<file path="src/sv/fewf_line_mem.sv">
// Line store memory: one write port and one read port with registered data.
// Holds both buffered rows side by side in each word. Uses no package items.
module fewf_line_mem #(
	parameter int DEPTH  = 256,
	parameter int ADDR_W = 8,
	parameter int DATA_W = 16
) (
	input  logic              clk,
	input  logic              rd_en,
	input  logic [ADDR_W-1:0] rd_addr,
	output logic [DATA_W-1:0] rd_data,
	input  logic              wr_en,
	input  logic [ADDR_W-1:0] wr_addr,
	input  logic [DATA_W-1:0] wr_data
);

	logic [DATA_W-1:0] mem_q [DEPTH];

	always_ff @(posedge clk) begin
		if (wr_en) begin
			mem_q[wr_addr] <= wr_data;
		end
	end

	always_ff @(posedge clk) begin
		if (rd_en) begin
			rd_data <= mem_q[rd_addr];
		end
	end

endmodule

</file>
<file path="config.mk">
export PLATFORM = sky130hd
export DESIGN_NAME = fewf_line_mem
export DESIGN_NICKNAME = d
export VERILOG_FILES = /design/src/sv/fewf_line_mem.sv
export SDC_FILE = /design/constraint.sdc
export NUM_CORES = 2
export LEC_CHECK = 0
export BUFFER_PORTS_ARGS = -buffer_cell sky130_fd_sc_hd__buf_2
export CORE_MARGIN = 8
export CORE_UTILIZATION = 28
export DETAILED_ROUTE_END_ITERATION = 8
export SYNTH_ARGS = -nofsm -noshare
export SYNTH_HDL_FRONTEND = slang
export SYNTH_SLANG_ARGS = --single-unit
</file>
<file path="constraint.sdc">
create_clock -name clk -period 3.6 [get_ports clk]
set_input_delay 0.54 -clock clk [delete_from_list [all_inputs] [get_ports clk]]
set_output_delay 0.54 -clock clk [all_outputs]
set_load 0.1 [all_outputs]
</file>
== After elaboration in Yosys (flattened, before gate mapping) ==
Memory sizes are Yosys's and may differ from the RTL's. A register that Yosys moved wholly into a read port is not among the register bits.
Cells that the tools add are included.

* Mux-type cells: 2

{| class="wikitable"
|+ Operators with widths
! cell !! number
|-
| 1-bit 2-to-1 mux || 2
|}

* Input port bits: 35
* Register bits: 0
* Output and inout bits: 16
* Logic and storage cells: 3
* RAM bits: 4096
* Memories: 1

{| class="wikitable"
|+ Memory list
! memory !! depth !! bits a word !! read ports !! clocked after Yosys merged registers in !! wr ports !! RTL line !! RTL
|-
| mem_q || 256 || 16 || 1 || 1 || 1 || 17 || <nowiki>logic [DATA_W-1:0] mem_q [DEPTH];</nowiki>
|}

== Logic depth before layout (Yosys ltp) ==
* Depth after elaboration: 2
* Mapped depth: 12
* Depth with buffers taken out: 6

== Worst setup path before layout ==
Ideal clock, no wire load.

* Path type: input to register
* From: input rd_addr[0]
* To: register rd_data[4] (read register of mem_q) (data pin)
* Arrival: 2524 ps
* Cell stages on the path: 8
* Data required time: 3335 ps
* Setup time: 265 ps
* Path slack: 811 ps
* Path buffers: 3
* Path through: buf_6 -> buf_6 -> buf_2 -> mux4_2 -> mux4_2 -> a22o_1 -> o32ai_2 -> nor4_2

{| class="wikitable"
|+ RTL lines
! item !! RTL line !! RTL
|-
| start: declaration || 10 || <nowiki>input logic [ADDR_W-1:0] rd_addr,</nowiki>
|-
| end: declaration || 11 || <nowiki>output logic [DATA_W-1:0] rd_data,</nowiki>
|}

==> results.toml <==
[synth]
yosys.cell_types.count = 51
syn_inst = 7360
synth_edf_count = 4112
synthArstFlopShare = 0
synth-seq-cells = 4112
avgSynthCellArea_um2 = 21.6
synthFlopType = "edfxtp_1"
ys_seq_area_frac = 0.777
yosysWarnings = 0
syn_nets = 7395
synth_area_mm2 = 0.159

[critical_path]
worstPathMaxFanout = 1
reg2reg_depth = 6
timing.critical_path.buf_inv = 1
crit_type = "flip-flop to flip-flop"
arrival_ns = 3.99
path_cells = "mux4_2 -> mux4_2 -> a22o_1 -> o32ai_1 -> buf_4 -> nor4_1"
cp_slowest_cell = "o32ai_1"
startpoint_type = "flip-flop"
path_common_cell = "mux4_2"
required_ns = 4.25
end_kind = "flip-flop"
cpPeakStageDelay_ns = 0.93
crit_family = "compound AO/OA/AOI/OAI gates"
cp.depth = 6

[place]
placed_cell_area_mm2 = 0.174
gp_congestion = 0.871
portBuffers = 50
dp_hpwl_um = 278000

[cts]
cts_root_buf = "clkbuf_16"
cts_resized = 0
cts.path.max_buffers = 4
numCtsBuffers = 407
cts_setup_buffers = 0
cts.sinks = 4112
htree_levels = 5
postCtsHoldBufs = 0
cts_tree = "yes"
clock_latency_ns = 0.98
clk_pin_slew_ns = 0.06

[hold_path]
hold_depth = 1
hold_class = "input pin to flip-flop"

[sta]
final_max_slew_viol_count = 0
period_share = 0.928
skew_ns = 0.0382
whs_ns = 0.0829
fmaxAchievable_ghz = 0.299
rsz0062_at_grt = "false"
hold_viol_final = 0
slew_headroom = 0.0991
setup_viol = 0
fin_crit_ns = 3.34
worst-slew-pin-transition_ns = 1.34
tns_ns = 0

[grt]
grtUsageMet1 = 0.189
busiest_layer = "met2"
met2_usage = 0.235
grt_pass1_vias = 81038
antenna_found_initial = 36
grt_max_degree = 125
track_usage = 0.143
gr-usage-met3 = 0.0277
grt_overflow = 0
grt_pass1_wl_um = 618000

[routing]
viasPerCell = 5.01
vias = 80466
route.detailed.wl_per_inst_um = 27.4
drtPass1Iterations = 6
final_antenna_net_count = 0
drc_errors = 0
drt_iter0_drc = 10263
routed_wirelength_um = 439000

[layout]
finalNetCount = 8220
final_area_mm2 = 0.187
drive_gt1_frac = 0.281
syn2layout_area_growth_pct = 17.6

[floorplan]
fp.dieW_um = 769
fp.dieH_um = 769
start_util = 0.281
core.rowCount = 276
core_area_mm2 = 0.565
pin_count = 51
dieArea_mm2 = 0.592

[job]
maxCapViolCount = 0

[pwr]
vdd_drop_max_v = 0.000380
power_per_cell_area_mw_per_mm2 = 534
total_leakage_power_nw = 58.7
power_mw = 99.8

[run_status]
outcome = "completed"
-- cells by family (layout without fill, tap and decap cells) --
family / Yosys count / count (layout) / synth area share
flip-flops: 4112 / 4112 / 0.777
multiplexers: 1450 / 1450 / 0.155
AO/OA/AOI/OAI: 786 / 786 / 0.0353
AND/OR/NAND/NOR: 556 / 556 / 0.0157
buffers and inverters: 456 / 1618 / 0.0169
other: 0 / 18 / 0
-- Yosys cell counts (all sizes together) (38+ instances only) --
| library cell | n | area share |
|---|---|---|
| o21ai | 38 | 0.0012 |
| mux2 | 88 | 0.0062 |
| clkbuf | 230 | 0.0054 |
| o221ai | 253 | 0.014 |
| edfxtp | 4112 | 0.78 |
| mux4 | 797 | 0.11 |
| a22oi | 43 | 0.0020 |
| a21oi | 175 | 0.0055 |
| nor2 | 304 | 0.0072 |
| nor3 | 92 | 0.0029 |
| nand2 | 38 | 0.00090 |
| mux2i | 565 | 0.036 |
| buf | 222 | 0.011 |
| o22ai | 148 | 0.0058 |
-- layer usage --
layer / wire, µm / share of wire
met5: 69 / 0.00016
met1: 174000 / 0.40
met2: 211000 / 0.48
met4: 16900 / 0.039
met3: 37500 / 0.085
-- path summary, 6_finish.rpt --
kind / from / end / slack, ns
setup / recovery: mem_q[19][7]$_DFFE_PP_ / rd_data[7]$_DFFE_PP_ / 0.26
hold / removal: wr_data[11] / mem_q[251][11]$_DFFE_PP_ / 0.08
setup reg to reg: mem_q[19][7]$_DFFE_PP_ / rd_data[7]$_DFFE_PP_ / 0.26
hold reg to reg: mem_q[208][14]$_DFFE_PP_ / rd_data[14]$_DFFE_PP_ / 1.22
-- through the flow --
stage | util | setup WS [ns] | instances
5_1_grt | 0.331 | 0.290 | 16031
4_1_cts | 0.331 | 0.296 | 16028
2_1_floorplan | - | 0.811 | 7360
3_5_place_dp | 0.308 | -0.572 | 15282
6_report | 0.331 | 0.260 | 16046
3_3_place_gp | 0.308 | -0.638 | 15282
-- layout make-up --
| class | count | area [µm²] |
|---|---|---|
| fillers | 52831 | 378000 |
| clock inverters | 241 | 2220 |
| clock buffers | 505 | 10600 |
| flip-flops and latches | 4112 | 123000 |
| inverters | 4 | 27.5 |
| diodes | 18 | 45.0 |
| repair buffers | 868 | 8050 |
| well taps | 7506 | 9390 |
| multi-input cells | 2792 | 32900 |
-- cell usage in the layout (no fill, tap or decap), drive strengths merged, types with 21 or more instances in the layout --
cell / synthesis / final
a21oi: 175 / 175
a221oi: 28 / 28
a22o: 32 / 32
a22oi: 43 / 43
buf: 222 / 867
bufinv: 0 / 33
clkbuf: 230 / 506
clkinv: 0 / 175
edfxtp: 4112 / 4112
inv: 4 / 24
mux2: 88 / 88
mux2i: 565 / 565
mux4: 797 / 797
nand2: 38 / 38
nand3: 35 / 35
nand4: 26 / 26
nor2: 304 / 304
nor3: 92 / 92
o21ai: 38 / 38
o221ai: 253 / 253
o22ai: 148 / 148
o32ai: 21 / 21
-- power breakdown --
part	leakage [nW]	switching [mW]	internal, mW	total, mW
logic	15.5	3.58	1.99	5.56
clock network	6.27	17.9	23.4	41.3
registers	37.0	0.0773	52.8	52.9
total	58.7	21.6	78.2	99.8
-- sequential cells by signal (all words and copies together) (netlist names) --
name     count
mem_q     4096
rd_data     16
Power figures use the tool's default switching activity.
