`src/sv/fewf_pkg.sv`:
```
// Package for the fire effect window filter: widths, reset values, register
// codes and the reciprocal used for the divide by nine.
// No dependencies.
package fewf_pkg;

	localparam int MAX_WIDTH_DEF = 256;
	localparam int MIN_WIDTH     = 3;
	localparam int HEAT_W        = 8;
	localparam int CFG_W         = 9;
	localparam int COL_W         = 10;
	localparam int SUM_W         = 12;

	// floor(x / 9) == (x * 3641) >> 15 for every 12-bit x.
	localparam int RECIP_W     = 12;
	localparam int RECIP_SHIFT = 15;
	localparam logic [RECIP_W-1:0] RECIP_9 = 12'd3641;

	localparam logic [CFG_W-1:0]  LINE_WIDTH_RST = 9'd80;
	localparam logic [HEAT_W-1:0] DECAY_RST      = 8'd2;

	typedef enum logic [0:0] {
		REG_LINE_WIDTH = 1'b0,
		REG_DECAY      = 1'b1
	} cfg_idx_t;

endpackage

```
`src/sv/fewf_cool.sv`:
```
// Cooling unit: divides a window sum by nine and subtracts the decay.
// Depends on fewf_pkg for widths and the reciprocal constant.
module fewf_cool (
	input  logic                        clk,
	input  logic                        en,
	input  logic [fewf_pkg::SUM_W-1:0]  sum,
	input  logic [fewf_pkg::HEAT_W-1:0] decay,
	output logic [fewf_pkg::HEAT_W-1:0] heat
);

	localparam int PROD_W = fewf_pkg::SUM_W + fewf_pkg::RECIP_W;
	localparam int AVG_W  = PROD_W - fewf_pkg::RECIP_SHIFT;

	logic [PROD_W-1:0] prod_s2;
	logic [AVG_W-1:0]  avg;

	// The product is registered; the subtract is combinational on its output.
	always_ff @(posedge clk) begin
		if (en) begin
			prod_s2 <= PROD_W'(sum) * PROD_W'(fewf_pkg::RECIP_9);
		end
	end

	assign avg = prod_s2[PROD_W-1:fewf_pkg::RECIP_SHIFT];

	always_comb begin
		if (avg > AVG_W'(decay)) begin
			heat = fewf_pkg::HEAT_W'(avg - AVG_W'(decay));
		end else begin
			heat = '0;
		end
	end

endmodule

```
`config.mk`:
```
export PLATFORM = sky130hd
export DESIGN_NAME = fewf_cool
export DESIGN_NICKNAME = d
export VERILOG_FILES = /design/src/sv/fewf_pkg.sv /design/src/sv/fewf_cool.sv
export SDC_FILE = /design/constraint.sdc
export NUM_CORES = 1
export LEC_CHECK = 0
export BUFFER_PORTS_ARGS = -buffer_cell sky130_fd_sc_hd__buf_2
export CAP_MARGIN = 30
export CELL_PAD_IN_SITES_DETAIL_PLACEMENT = 1
export CELL_PAD_IN_SITES_GLOBAL_PLACEMENT = 1
export CORE_MARGIN = 10
export CORE_UTILIZATION = 51
export DETAILED_ROUTE_END_ITERATION = 8
export PLACE_DENSITY_LB_ADDON = 0.1
export SYNTH_ARGS = -nofsm -noshare
export SYNTH_HDL_FRONTEND = slang
export SYNTH_SLANG_ARGS = --single-unit
```
`constraint.sdc`:
```
create_clock -name clk -period 14 [get_ports clk]
set_input_delay 2.8 -clock clk [delete_from_list [all_inputs] [get_ports clk]]
set_output_delay 2.8 -clock clk [all_outputs]
set_load 0.05 [all_outputs]
```
# Word-level counts from Yosys, hierarchy flattened
# Index checks and enable logic that the tools add are counted.
# W data, S select, Z words.
word_totals:
  ff_bits: 24
  inputBits: 22
  output_inout_bits: 8
  wordCells: 5
op_classes:
  add_sub_neg: 1
  multipliers: 1
  magnitude_cmp: 1
  muxes: 1
ops:
  columns: ["op", "n"]
  rows:
  - ["$mul A12 B12 Y24 const B", 1]
  - ["$gt A9 B8 Y1", 1]
  - ["$mux W8", 1]
  - ["$sub A8 B8 Y8", 1]

# Longest topological paths before layout
depth:
  depth_word: 2
  ltp_mapped: 18
  ltp_nobuf: 18

# Worst setup path before layout
# Ideal clock, no wire load.
synth_path:
  path_type: "input-to-output"
  start: "in decay[0] (netlist bit)"
  end: "out heat[6] (netlist bit)"
  arrival_ns: 4.693
  required_ns: 11.200
  path_slack_ns: 6.507
  stages: 9
  n_path_buf: 0
  path_cell_list: "ha_1 inv_1 fa_1 a21o_1 a21oi_1 o21bai_1 a21oi_1 xnor2_1 nor2_1"
synth_via:
  elab_chain_cells: 2
  elab_cells_between_ends: 3
  classes_between: "add/sub (1); order compare (1); mux (1)"
synth_lines:
  columns: ["element", "line", "source"]
  rows:
  - ["from (decl)", "fewf_cool.sv:7", "input logic [fewf_pkg::HEAT_W-1:0] decay,"]
  - ["$sub A8 B8 Y8 or $gt A9 B8 Y1 (tied branches)", "fewf_cool.sv:28, fewf_cool.sv:27", null]
  - ["$mux W8 (*)", "fewf_cool.sv:27", "if (avg > AVG_W'(decay)) begin"]
  - ["to (decl)", "fewf_cool.sv:8", "output logic [fewf_pkg::HEAT_W-1:0] heat"]
# Mark *: on every way between the ends. The rest lies on a longest branch, timed or not.

# Worst setup path in the final report
layout_path:
  start: "in decay[3] (netlist bit)"
  end: "out heat[3] (netlist bit)"
# Same word-level chain as after synthesis.

==> impl_metrics.py <==
metrics = {
    "logic_synthesis": {
        "synthesis.area_um2": 2870,
        "synth_edf_count": 9,
        "syn_nets": 431,
        "synth_top_cell_by_area": "ha_1",
        "synth_cell_type_count": 34,
        "synth_flop_cell": "edfxtp_1",
        "seq_area_frac_synth_pct": 9.43,
        "synth.avg_cell_area_um2": 9.55,
        "async_flop_share_pct": 0,
        "ys_top_cells_by_area": "ha_1, fa_1, inv_1",
        "synth_cells": 300,
        "synth-warning-count": 0,
        "yosys.area.top_type_share_pct": 34.9,
        "synth_seq_cells": 9,
    },
    "clocking": {
        "post_cts_buffers": 0,
        "postCtsHoldBufs": 0,
        "cts_made_buffers": 3,
        "clockBufferDepth": 2,
        "ctsRootBufferMaster": "clkbuf_8",
        "clk_pin_slew_ns": 0.05,
        "cts_tree": "done",
        "cts_resized": 0,
        "cts_sinks": 9,
        "h-tree-depth": 1,
    },
    "detailed_routing": {
        "routed_wl_um": 6780,
        "final_antenna_net_count": 0,
        "wl_per_cell_um": 16.7,
        "viasPerCell": 5.20,
        "firstDrtPassIters": 4,
        "vias": 2108,
        "drc_errors": 0,
        "drt_iter0_drc": 60,
    },
    "global_routing": {
        "antenna_found_initial": 0,
        "overflow": 0,
        "grt_pass1_vias": 2359,
        "grt_max_degree": 10,
        "grt_pass1_wl_um": 11400,
        "grt_use_total_pct": 16.3,
    },
    "power": {
        "p_sw_mw": 0.404,
        "comb_power_share_pct": 87.0,
        "p_int_mw": 0.319,
        "peakVddDrop_v": 0.000160,
        "leakage_nw": 1.74,
        "switching_share_pct": 55.9,
        "p_seq_share_pct": 8.9,
        "power_density_nw_per_um2": 230,
        "clkPwrFrac_pct": 4.1,
    },
    "layout": {
        "instances_no_fill": 405,
        "final_nets": 465,
        "diodes": 0,
        "largest_register": "prod_s2",
        "reg_top3": "prod_s2 (9)",
        "drive_gt1_share_pct": 11.7,
        "syn2layout_area_growth_pct": 9.82,
        "largest_register_ffs": 9,
    },
    "timing": {
        "min_period_ns": 7.55,
        "maxSlewViolCount": 0,
        "slew_headroom_pct": 72.8,
        "finalCritPeriodShare_pct": 54.0,
        "hold_violations": 0,
        "setup_tns_ns": 0,
        "setup_slack_ns": 6.45,
        "fmax_ghz": 0.132,
        "rsz0062_at_grt": "false",
        "finalSetupViolations": 0,
        "tightest_slew_ns": 0.404,
    },
    "floorplan": {
        "initial_core_util_pct": 52.4,
        "die_x_um": 95.0,
        "core.rowCount": 27,
        "dieHeight_um": 95.0,
        "die_area_um2": 9020,
        "coreArea_um2": 5470,
        "ios": 30,
    },
    "placement": {
        "dp_hpwl_um": 6430,
        "portBuffers": 29,
        "pre_cts_ws_ns": 6.46,
        "dp_cells": 401,
        "place.gp.congestion": 0.811,
    },
    "job": {
        "cap_viol_max_count": 0,
    },
    "hold_path": {
        "hold_end": "prod_s2[17]$_DFFE_PP_",
        "worstHoldPathCells": 1,
        "hp-start": "en",
        "worstHoldPathType": "primary input to flop",
    },
    "critical_path": {
        "cp.arrival_ns": 4.75,
        "worstSetupStartpointType": "primary input",
        "crit_path_end_kind": "output port",
        "critical_path_class": "primary input to output port",
        "required_ns": 11.20,
        "cp_max_fo": 7,
    },
    "status": {
        "outcome": "finished clean",
    },
}
==> area by class of cell <==
cell class              instances  area, µm²
clock buffers                   3       41.3
clock inverters                 1       5.00
fillers                       661       2320
inverters                      78        293
multi-input cells             213       2300
flip-flops and latches          9        270
well taps                      72       90.1
repair buffers                 29        145
==> layout by cell type (no fill, tap or decap), drive strengths merged <==
master and instances:
edfxtp 9, o21ai 10, a21o 4, clkinv 1, xor2 9, or3 1, a211o 1, xnor2 11
o21bai 4, clkbuf 3, nand2b 1, nor3 2, ha 80, and3 1, nor2 14, o221ai 1
nor2b 1, buf 29, nand4b 2, a311oi 1, a21oi 17, nand4 5, a221oi 1, fa 29
a2111oi 1, and4 1, inv 78, o22ai 1, nand2 6, o2bb2ai 1, a31oi 1, nand3 2
a211oi 5
==> power by group through the flow <==
| stage | Combinational [mW] | Clock, mW | Sequential (mW) |
|---|---|---|---|
| after floorplan | 0.489 | 0 | 0.0613 |
| after global placement | 0.614 | 0 | 0.0644 |
| after detailed placement | 0.636 | 0 | 0.0649 |
| after CTS | 0.641 | 0.0309 | 0.0644 |
| after global routing | 0.712 | 0.0330 | 0.0658 |
| final | 0.629 | 0.0300 | 0.0642 |
==> worst max-delay path, stage by stage <==
cell and delay [ns]:
buf_2 0.08, inv_1 0.03, ha_1 0.34, nand2_1 0.12
o21bai_1 0.20, a311oi_1 0.28, o21ai_0 0.17, a21o_1 0.30
nor2_1 0.15, buf_2 0.28
==> stage by stage <==
step	utilization (%)	power [mW]	cell area, µm²	hold slack (ns)
6_report	57.5	0.723	3150	2.93
5_1_grt	57.5	0.811	3150	2.93
4_1_cts	57.5	0.736	3150	2.93
3_5_place_dp	56.7	0.701	3100	3.17
3_3_place_gp	56.7	0.678	3100	3.17
2_1_floorplan	-	0.550	2870	2.91
==> per-layer routing <==
| layer | vias to the layer above | track usage, % | wire, µm | part of all wire (%) |
|---|---|---|---|---|
| met4 | 0 | 2.74 | 61 | 0.90 |
| met5 | - | 0 | 0 | 0 |
| li1 | 1064 | - | - | - |
| met2 | 24 | 26.3 | 3180 | 47 |
| met3 | 6 | 1.82 | 175 | 2.6 |
| met1 | 1014 | 23.1 | 3370 | 50 |
==> synth_stat cells, drive strengths merged (2+ instances only) <==
master and n:
nor3 2, xnor2 11, inv 78, nand4 5
nor2 14, o21ai 10, a21o 4, a211oi 5
fa 29, nand2 6, nand4b 2, edfxtp 9
o21bai 4, nand3 2, ha 80, a21oi 17
xor2 9
==> logic make-up after synthesis <==
logic type                 after synthesis  synth area share [%]
and+or+nand+nor                         36                  6.20
adders and majority gates              109                  55.2
buffers and inverters                   78                  10.2
xor gates and xnor gates                20                  6.11
DFF                                      9                  9.43
AOI/OAI and AO/OA                       48                  12.9
==> worst max-delay path by stage <==
stage               startpoint  endpoint  depth (start not counted)
global route          decay[1]   heat[3]                         10
floorplan             decay[0]   heat[6]                          9
global placement      decay[3]   heat[7]                         10
CTS                   decay[3]   heat[3]                         10
detailed placement    decay[3]   heat[3]                         10
finish                decay[3]   heat[3]                         10
No activity file was read; power rests on OpenSTA's default activity.
