<file path="src/sv/fewf_col_cell.sv">
// One cell of the column sum chain: holds a column sum and hands it on.
// Uses no package items.
module fewf_col_cell #(
	parameter int W = 10
) (
	input  logic         clk,
	input  logic         arst_n,
	input  logic         en,
	input  logic         clr,
	input  logic [W-1:0] d,
	output logic [W-1:0] q
);

	logic [W-1:0] sum_q;

	always_ff @(posedge clk or negedge arst_n) begin
		if (!arst_n) begin
			sum_q <= '0;
		end else if (en) begin
			sum_q <= clr ? '0 : d;
		end
	end

	assign q = sum_q;

endmodule

</file>
<file path="config.mk">
export PLATFORM = sky130hd
export DESIGN_NAME = fewf_col_cell
export DESIGN_NICKNAME = d
export VERILOG_FILES = /design/src/sv/fewf_col_cell.sv
export SDC_FILE = /design/constraint.sdc
export NUM_CORES = 1
export LEC_CHECK = 0
export BUFFER_PORTS_ARGS = -buffer_cell sky130_fd_sc_hd__buf_2
export CAP_MARGIN = 20
export CORE_AREA = 2 2 39 41
export DETAILED_ROUTE_END_ITERATION = 12
export DIE_AREA = 0 0 41 43
export HOLD_SLACK_MARGIN = 0.12
export SYNTH_ARGS = -nofsm -noshare
export SYNTH_HDL_FRONTEND = slang
export SYNTH_SLANG_ARGS = --single-unit
</file>
<file path="constraint.sdc">
create_clock -name clk -period 2.1 [get_ports clk]
set_clock_uncertainty 0.15 [all_clocks]
set_input_delay 0.21 -clock clk [delete_from_list [all_inputs] [get_ports clk]]
set_output_delay 0.21 -clock clk [all_outputs]
set_load 0.01 [all_outputs]
</file>
### Word level (Yosys, flattened, before mapping)

Index checks and enable logic that the tools add are counted.

* mux-type cells: 1

Operator list (number)
* $mux W10: 1

* output and inout bits: 10
* register bits after elaboration: 10

### Longest topological paths before layout

Gate-level depths: netlist of run 1.

* depth in word-level cells: 1
* mapped depth: 3
* gate-level depth less buffers: 2

### Least setup slack after synthesis of run 1

Ideal clock, no wire load.

* path kind: flip-flop to flip-flop
* start: register q[7] (netlist name)
* end: register sum_q[7], in the netlist q[7]
* required time: 1.829 ns
* path buffers: 0
* setup slack: 1.329 ns
* arrival time: 0.500 ns
* stages on the path, launching flop included: 3
* setup time: 0.121 ns
* clock period less this slack: 0.771 ns
* cells stage by stage: dfrtp_1 > inv_1 > o21ai_1

RTL lines
* to (signal assigned): line 20 `sum_q <= clr ? '0 : d;`
* to (decl): line 14 `logic [W-1:0] sum_q;`

### Worst setup path after layout of run 1

* start: register sum_q[6], in the netlist q[6]
* end: output q[6]

RTL lines
* to (decl): line 11 `output logic [W-1:0] q`

No word-level cell between the ends.

==> results of run 1 <==
metrics by stage:
step / cell area (um2) / power [W] / hold WS [ns]
2_1_floorplan: 432 / 0.000251 / -0.236
3_3_place_gp: 548 / 0.000283 / -0.0666
3_5_place_dp: 548 / 0.000285 / -0.0661
4_1_cts: 681 / 0.000431 / 0.157
5_1_grt: 681 / 0.000455 / 0.172
6_report: 681 / 0.000426 / 0.169
metal layers:
metal | wire length (um) | part of all wire | vias up
li1 | - | - | 207
met1 | 493 | 0.46 | 168
met4 | 19 | 0.018 | 0
met3 | 59 | 0.055 | 2
met5 | 0 | 0 | -
met2 | 496 | 0.46 | 15
synth_stat cells:
library cell  count  area, um2
dfrtp_1          10        250
inv_1            10       37.5
nand3b_1         10       75.1
o21ai_1          10       50.1
buf_4             1       7.51
buf_6             1       11.3
worst min path at each step:
stage | from | end | slack (ns) | cells past startpoint
after floorplan | arst_n | q[0] | -0.24 | 0
after detailed placement | arst_n | q[9] | -0.07 | 1
after global placement | arst_n | q[9] | -0.07 | 1
after CTS | clr | q[1] | 0.16 | 3
final | clr | q[5] | 0.17 | 3
after global routing | clr | q[8] | 0.17 | 3
final cells by class:
class	count	area [um2]
multi-input combinational	20	125
sequential	10	250
fill	137	703
timing repair buffer	34	225
inverter	10	37.5
clock buffer	3	22.5
tap	16	20.0
power groups by stage:
stage	sequential, W	combinational (W)	clock, W
floorplan	0.000226	0.0000247	0
global placement	0.000218	0.0000655	0
detailed placement	0.000219	0.0000654	0
CTS	0.000216	0.0000814	0.000134
global route	0.000218	0.0000910	0.000146
finish	0.000216	0.0000808	0.000130
logic make-up after synthesis:
family,count (synthesis)
buffers and inverters,12
flip-flops,10
AND/OR/NAND/NOR,10
AO/OA/AOI/OAI,10
==> run metrics, run 1 <==
I/O Pins=24; ant diodes=0; main combinational cell family by area after synthesis=simple AND/OR/NAND/NOR gates; Logic pwr share=0.190; Synth Area in XOR/XNOR=0; Synth Area in Simple Gates=0.174; residual DRC count=0; Antenna Violating Nets Remaining=0; post-CTS setup buffers=0; PnR worst setup slack=between 0.9 and 1 ns; Ys Warns=0; most frequent cells in the layout=buf_2 (23), dlygate4sd3_1 (11); GRT Overall Usage=0.149; Seq/Total Area, Yosys=0.580; Final Max Slew Viols=0; Critical-path top delay cell=dfrtp_1; total net switching power=0.000110 W; Mapped Nets=56; Startpoint Class=register; via count=slightly below 400; max reg flops=10; pwr dens=626 nW/um2; crit share post-route=0.551; Vias/cell=4.22; gr ovfl total=0; Switching Fraction=0.258; Util after Layout=0.492; Highest Clock Rate=864 MHz; die area=around 1800 um2; clk sinks=10; final hold vios=0; clock network power share=0.305; first-pass GRT wire length=roughly 1600 um; post-cts sizing count=0; worst-case clock buffer depth=2; static leakage=0.345 nW; RR Endpoint=q[6]; CP endpoint kind=output pin; CP Depth=1; Tmin final=~1.2 ns; Netlist Area Pre-Place=between 400 and 500 um2; total CTS buffers=3; antenna violations before repair=0; Critical Path RT=1.74 ns; compound-gate portion of the synthesized area=0.116; die width=just over 40 um; status=complete, no violations; CP arrival=0.80 ns; reg2reg start=q[6]; worst min-delay path class=in -> reg; hpwl dp=around 670 um; Site Rows=14; Worst Setup EP=q[6]; largest net degree at the start of global routing=21; critical path startpoint=q[6]; flops & latches, synth=10; adder-cell share of the synthesized area=0; delay-heaviest family, CP=flip-flops; mux contribution to synthesized area=0; Syn Area/Cell=just over 10 um2; Fin Setup TNS=0 ns; Final setup violation count=0; gr busiest metal=met2; PortBufs=23; Register-to-Register Path Depth=2; initial drt markers=5; routability cong.=a little over 0.7; VDD IR-drop max=approximately 280 uV; layout cells sized above 1=0.338; Net count, final=93; maxcap violations=0; # H-tree levels=1; clk_lat worst skew=0.26 ns; hold buffer count at CTS=11; Finished Layout Cells=between 90 and 100; met1 Usage GRT=0.186; Slew headroom=0.789; area grow syn2layout=57.7%; met3 Track Usage GR=0.0314; DR pass1 iterations=4; commonest non-fill, non-tap cell in the layout=buf_2; core area=1380 um2; unrepaired setup endpoints after global routing=no; crit path cell chain=buf_2; internal power=~0.00032 W; grt met2 use=0.200; root buffer cell=clkbuf_4; slack of the worst reg-to-reg path=~1.3 ns; actual slew at the worst max-slew pin=roughly 0.32 ns; Die Ht=~43 um; post-placement cell count=just under 80; count of buffer and inverter cells on the critical path=1; Placement Setup Slack=1.16 ns; initial core utilization=0.312; vias in the first global route=approximately 360; CTS tree=done; sequential fraction of design power=0.506; Cells after Synth=42; Worst Path Max Fanout=2; slowest stage delay, CP=approximately 0.4 ns; CTS clk-pin slew, worst paths=roughly 0.070 ns; routed wire length per instance=approximately 11 um; Synth cell types=6; drt total wl=about 1100 um; critical path class=reg -> out
Note: power is estimated with default switching activity, not from simulation.
==> run 2, diff against run 1 <==
clock period = 1 ns   (was 2.1 ns; I/O delays follow)
==> run 2 against run 1 <==
The run now ends with setup timing left. Critical path depth stayed put. Sequential power is 110% higher. Highest routed layer unchanged. Utilization grew 3.2 points. Register-to-register slack worse by 1.2 ns. Clock-buffer cell count did not move. Largest power group unchanged. Final cell count is 5.4% higher. Largest cell class is now non-clock buffers. Critical endpoint unchanged. Non-clock buffer count is 5 higher.
==> run metrics, run 2 (synthesis gave the netlist of run 1 again) <==
status=finished with violations; violated checks=setup timing; count of buffer and inverter cells on the critical path=1 (unchanged); VDD IR-drop max=572 uV (+100%); routability cong.=0.705 (about the same); final hold vios=0 (unchanged); slack of the worst reg-to-reg path=0.12 ns (-1.19 ns); root buffer cell=clkbuf_4; crit share post-route=1.03; final instance area=724 um2 (+6.4%); critical path class=reg -> out; clk sinks=10 (unchanged); RR Endpoint=q[3]; commonest non-fill, non-tap cell in the layout=buf_2; antenna violations before repair=0 (unchanged); # H-tree levels=1 (unchanged); CP endpoint kind=output pin; hpwl dp=702 um (+4.9%); clk_lat worst skew=0.26 ns (about the same); total design power=0.000917 W (+120%); vias in the first global route=352 (-0.85%); GRT Overall Usage=0.137 (-0.0124); worst-case clock buffer depth=2 (unchanged); PortBufs=23 (unchanged); first-pass GRT wire length=1570 um (-3.4%); actual slew at the worst max-slew pin=0.315 ns (-0.00155 ns); die area=1760 um2 (unchanged); hold buffer count at CTS=11 (unchanged); gr ovfl total=0 (unchanged); WL met2=526 um (+6.0%); ant diodes=0 (unchanged); Slew headroom=0.790 (+0.00103); Final setup violation count=10 (+10); routed wire length per instance=10.9 um (-4.7%); clock network power share=0.292 (-0.013); WL met1=464 um (-5.9%); worst min-delay path class=in -> reg; critical path startpoint=q[6]; top routing layer in use=met4; Tmin final=between 1 and 1.5 ns; DR pass1 iterations=4 (unchanged); die width=41 um (unchanged); Switching Fraction=0.251 (-0.00623); Finished Layout Cells=98 (+5.4%); Vias/cell=4.24 (+0.71%); CP arrival=0.78 ns (-0.02 ns); core area=1380 um2 (unchanged); Area after DPL=548 um2 (unchanged); Worst Path Max Fanout=2 (unchanged); crit path cell chain=buf_6; Startpoint Class=register; Logic pwr share=0.215 (+0.025); initial core utilization=0.312 (unchanged); CTS tree=done; wire length on met3=62 um (+5.1%); CTS clk-pin slew, worst paths=0.06 ns (about the same); maxcap violations=0 (unchanged); slowest stage delay, CP=0.40 ns (about the same); internal power=0.000687 W (+120%); layout cells sized above 1=0.378 (+0.0404); total CTS buffers=3 (unchanged); most frequent cells in the layout=buf_2 (22), dlygate4sd3_1 (11); Die Ht=43 um (unchanged); Placement Setup Slack=0.168 ns (-0.988 ns); initial drt markers=5 (unchanged); reg2reg start=q[3]; Final Max Slew Viols=0 (unchanged); Highest Clock Rate=between 900 and 1000 MHz; max reg flops=10 (unchanged); static leakage=0.373 nW (+7.8%); drt total wl=1070 um (+0.37%); total net switching power=0.000231 W (+110%); Worst Setup EP=q[6]; pwr dens=1270 nW/um2 (+100%); post-placement cell count=79 (unchanged); PnR worst setup slack=-0.0330 ns (-0.975 ns); Net count, final=98 (+5.4%); CP Depth=1 (unchanged); sequential fraction of design power=0.493 (-0.013); Antenna Violating Nets Remaining=0 (unchanged); Register-to-Register Path Depth=3 (+1); largest net degree at the start of global routing=21 (unchanged); I/O Pins=24 (unchanged); Critical-path top delay cell=dfrtp_1; residual DRC count=0 (unchanged); area grow syn2layout=67.8%; delay-heaviest family, CP=flip-flops; Util after Layout=0.524 (+0.0316); unrepaired setup endpoints after global routing=yes; Critical Path RT=0.75 ns (-0.99 ns); via count=416 (+6.1%); Site Rows=14 (unchanged)
[run 2: repair_timing]
action / in CTS / in global routing
gates resized for setup: 0 / 1
setup buffers: 2 / 3
endpoints found under the hold margin: 20 / 20
setup endpoints to repair: 10 / 10
[run 2: how the worst min path moves through the flow]
stage                end  startpoint  depth (start not counted)  slack [ns]
floorplan           q[0]      arst_n                          0       -0.35
global placement    q[6]      arst_n                          1       -0.18
detailed placement  q[9]      arst_n                          1       -0.18
CTS                 q[5]         clr                          3        0.04
global route        q[8]         clr                          3        0.07
finish              q[5]         clr                          3        0.05
[run 2: area by class of cell]
cell class	instances	area, um2
inverter	10	37.5
timing repair buffer	39	269
clock buffer	3	22.5
tap	16	20.0
sequential	10	250
fill	139	659
multi-input combinational	20	125
[run 2: stage by stage]
step / TNS [ns] / hold slack [ns]
6_report: -0.212 / 0.0479
5_1_grt: -0.565 / 0.0657
4_1_cts: -0.351 / 0.0447
3_5_place_dp: 0 / -0.176
3_3_place_gp: 0 / -0.177
2_1_floorplan: 0 / -0.346
[run 2: power groups by stage]
stage / Clock, W / Sequential [W] / Combinational (W)
after floorplan: 0 / 0.000475 / 0.0000519
after global routing: 0.000302 / 0.000456 / 0.000220
after global placement: 0 / 0.000458 / 0.000137
after detailed placement: 0 / 0.000460 / 0.000138
after CTS: 0.000285 / 0.000452 / 0.000182
final: 0.000268 / 0.000453 / 0.000197
[run 2: layer usage]
metal | up-vias | GRT usage
met4 | 0 | 0.100
met5 | - | 0
li1 | 215 | -
met3 | 2 | 0.0314
met1 | 186 | 0.175
met2 | 13 | 0.191
==> run 3, diff against run 2 <==
RECOVER_POWER = 25   (was not set)
clock period = 1.02 ns   (was 1 ns; I/O delays follow)
==> run 3 against run 2 <==
The flow still finishes with violations (setup timing). Combinational power rose by 6%. Worst hold slack improved by 0.031 ns. Sequential cell count did not move. Global-route usage rose by 1.7 points. Die area did not move. Clock power barely moved. Register-to-register slack got worse by 0.08 ns. Largest cell class unchanged. Largest power group unchanged.
==> run metrics, run 3 (synthesis gave the netlist of run 1 again) <==
status=finished with violations; violated checks=setup timing; first-pass GRT wire length=1680 um (+7.0%); initial core utilization=0.312 (unchanged); CP arrival=0.79 ns (about the same); hpwl dp=669 um (-4.6%); clock network power share=0.294 (+0.002); commonest non-fill, non-tap cell in the layout=buf_2; routed wire length per instance=10.7 um (-2.4%); post-placement cell count=79 (unchanged); die area=1760 um2 (unchanged); total design power=0.000922 W (+0.53%); area grow syn2layout=74.8%; GRT Overall Usage=0.153 (+0.0168); slowest stage delay, CP=0.38 ns (-0.02 ns); PortBufs=23 (unchanged); pwr dens=1220 nW/um2 (-3.5%); count of buffer and inverter cells on the critical path=1 (unchanged); Finished Layout Cells=102 (+4.1%); Net count, final=102 (+4.1%); Area after DPL=548 um2 (unchanged); total CTS buffers=3 (unchanged); VDD IR-drop max=564 uV (-1.4%); final instance area=754 um2 (+4.1%); crit share post-route=1.02; routability cong.=0.705 (about the same); crit path cell chain=buf_2; worst-case clock buffer depth=2 (unchanged); hold slack final=0.0785 ns (+0.0307 ns); Die Ht=43 um (unchanged); sequential fraction of design power=0.479 (-0.014); Critical Path RT=0.77 ns (+0.02 ns); ant diodes=0 (unchanged); Startpoint Class=register; root buffer cell=clkbuf_4; unrepaired setup endpoints after global routing=yes; hold buffer count at CTS=12 (+1); antenna violations before repair=0 (unchanged); gr ovfl total=0 (unchanged); Final setup violation count=10 (unchanged); Switching Fraction=0.256 (+0.00484); critical path class=reg -> out; Final Max Slew Viols=0 (unchanged); Worst Path Max Fanout=2 (unchanged); via count=435 (+4.6%); maxcap violations=0 (unchanged); residual DRC count=0 (unchanged); CP endpoint kind=output pin; clk sinks=10 (unchanged); Placement Setup Slack=0.184 ns (+0.0164 ns); core area=1380 um2 (unchanged); final hold vios=0 (unchanged); # H-tree levels=1 (unchanged); most frequent cells in the layout=buf_2 (21), dlygate4sd3_1 (11); largest net degree at the start of global routing=21 (unchanged); Logic pwr share=0.227 (+0.012); Vias/cell=4.26 (+0.47%); max reg flops=10 (unchanged); PnR worst setup slack=-0.0232 ns (+0.00973 ns); clk_lat worst skew=0.27 ns (about the same); Antenna Violating Nets Remaining=0 (unchanged); total net switching power=0.000236 W (+2.5%); vias in the first global route=383 (+8.8%); Site Rows=14 (unchanged); CTS tree=done; worst min-delay path class=in -> reg; static leakage=0.398 nW (+6.9%); I/O Pins=24 (unchanged); Tmin final=around 1.0 ns; DR pass1 iterations=4 (unchanged); actual slew at the worst max-slew pin=0.538 ns (+0.223 ns); CTS clk-pin slew, worst paths=0.07 ns (about the same); drt total wl=1090 um (+1.6%); internal power=0.000686 W (-0.12%); layout cells sized above 1=0.384 (+0.00567); initial drt markers=6 (+1); Highest Clock Rate=959 MHz; Critical-path top delay cell=dfrtp_1; Slew headroom=0.641 (-0.149); die width=41 um (unchanged); delay-heaviest family, CP=flip-flops
run 3: layer usage:
| layer | up-vias | wire length, um | global-route usage |
|---|---|---|---|
| li1 | 224 | - | - |
| met1 | 182 | 474 | 0.197 |
| met2 | 23 | 494 | 0.203 |
| met3 | 6 | 69 | 0.0314 |
| met4 | 0 | 52 | 0.140 |
| met5 | - | 0 | 0 |
run 3: through the flow:
| step | util | TNS, ns |
|---|---|---|
| after global placement | 0.396 | 0 |
| after CTS | 0.526 | -0.164 |
| after global routing | 0.545 | -0.385 |
| final | 0.545 | -0.0861 |
| after detailed placement | 0.396 | 0 |
| after floorplan | - | 0 |
run 3: cell type report:
cell class / count / area [um2]
fill: 128 / 629
multi-input combinational: 20 / 125
clock buffer: 3 / 22.5
timing repair buffer: 43 / 299
sequential: 10 / 250
inverter: 10 / 37.5
tap: 16 / 20.0
run 3: power by group through the flow:
stage	clock (W)	combinational, W	sequential (W)
floorplan	0	0.0000508	0.000466
global placement	0	0.000135	0.000449
detailed placement	0	0.000135	0.000452
CTS	0.000276	0.000193	0.000443
global route	0.000299	0.000232	0.000446
finish	0.000271	0.000209	0.000442
run 3: path summary, 6_finish.rpt:
| check | startpoint | to | slack, ns | cells past startpoint |
|---|---|---|---|---|
| hold / removal | en | q[7] | 0.08 | 2 |
| max in group asynchronous | arst_n | q[4] | 0.18 | 2 |
| setup reg to reg | q[9] | q[9] | 0.04 | 4 |
| setup / recovery | q[3] | q[3] | -0.02 | 1 |
| hold reg to reg | q[5] | q[5] | 0.36 | 2 |
| min in group asynchronous | arst_n | q[5] | 0.18 | 2 |
run 3: what timing repair did:
action / CTS / global route
setup buffers: 5 / 4
resized for setup: 0 / 1
setup endpoints to repair: 10 / 20
hold endpoints to repair: 20 / 14
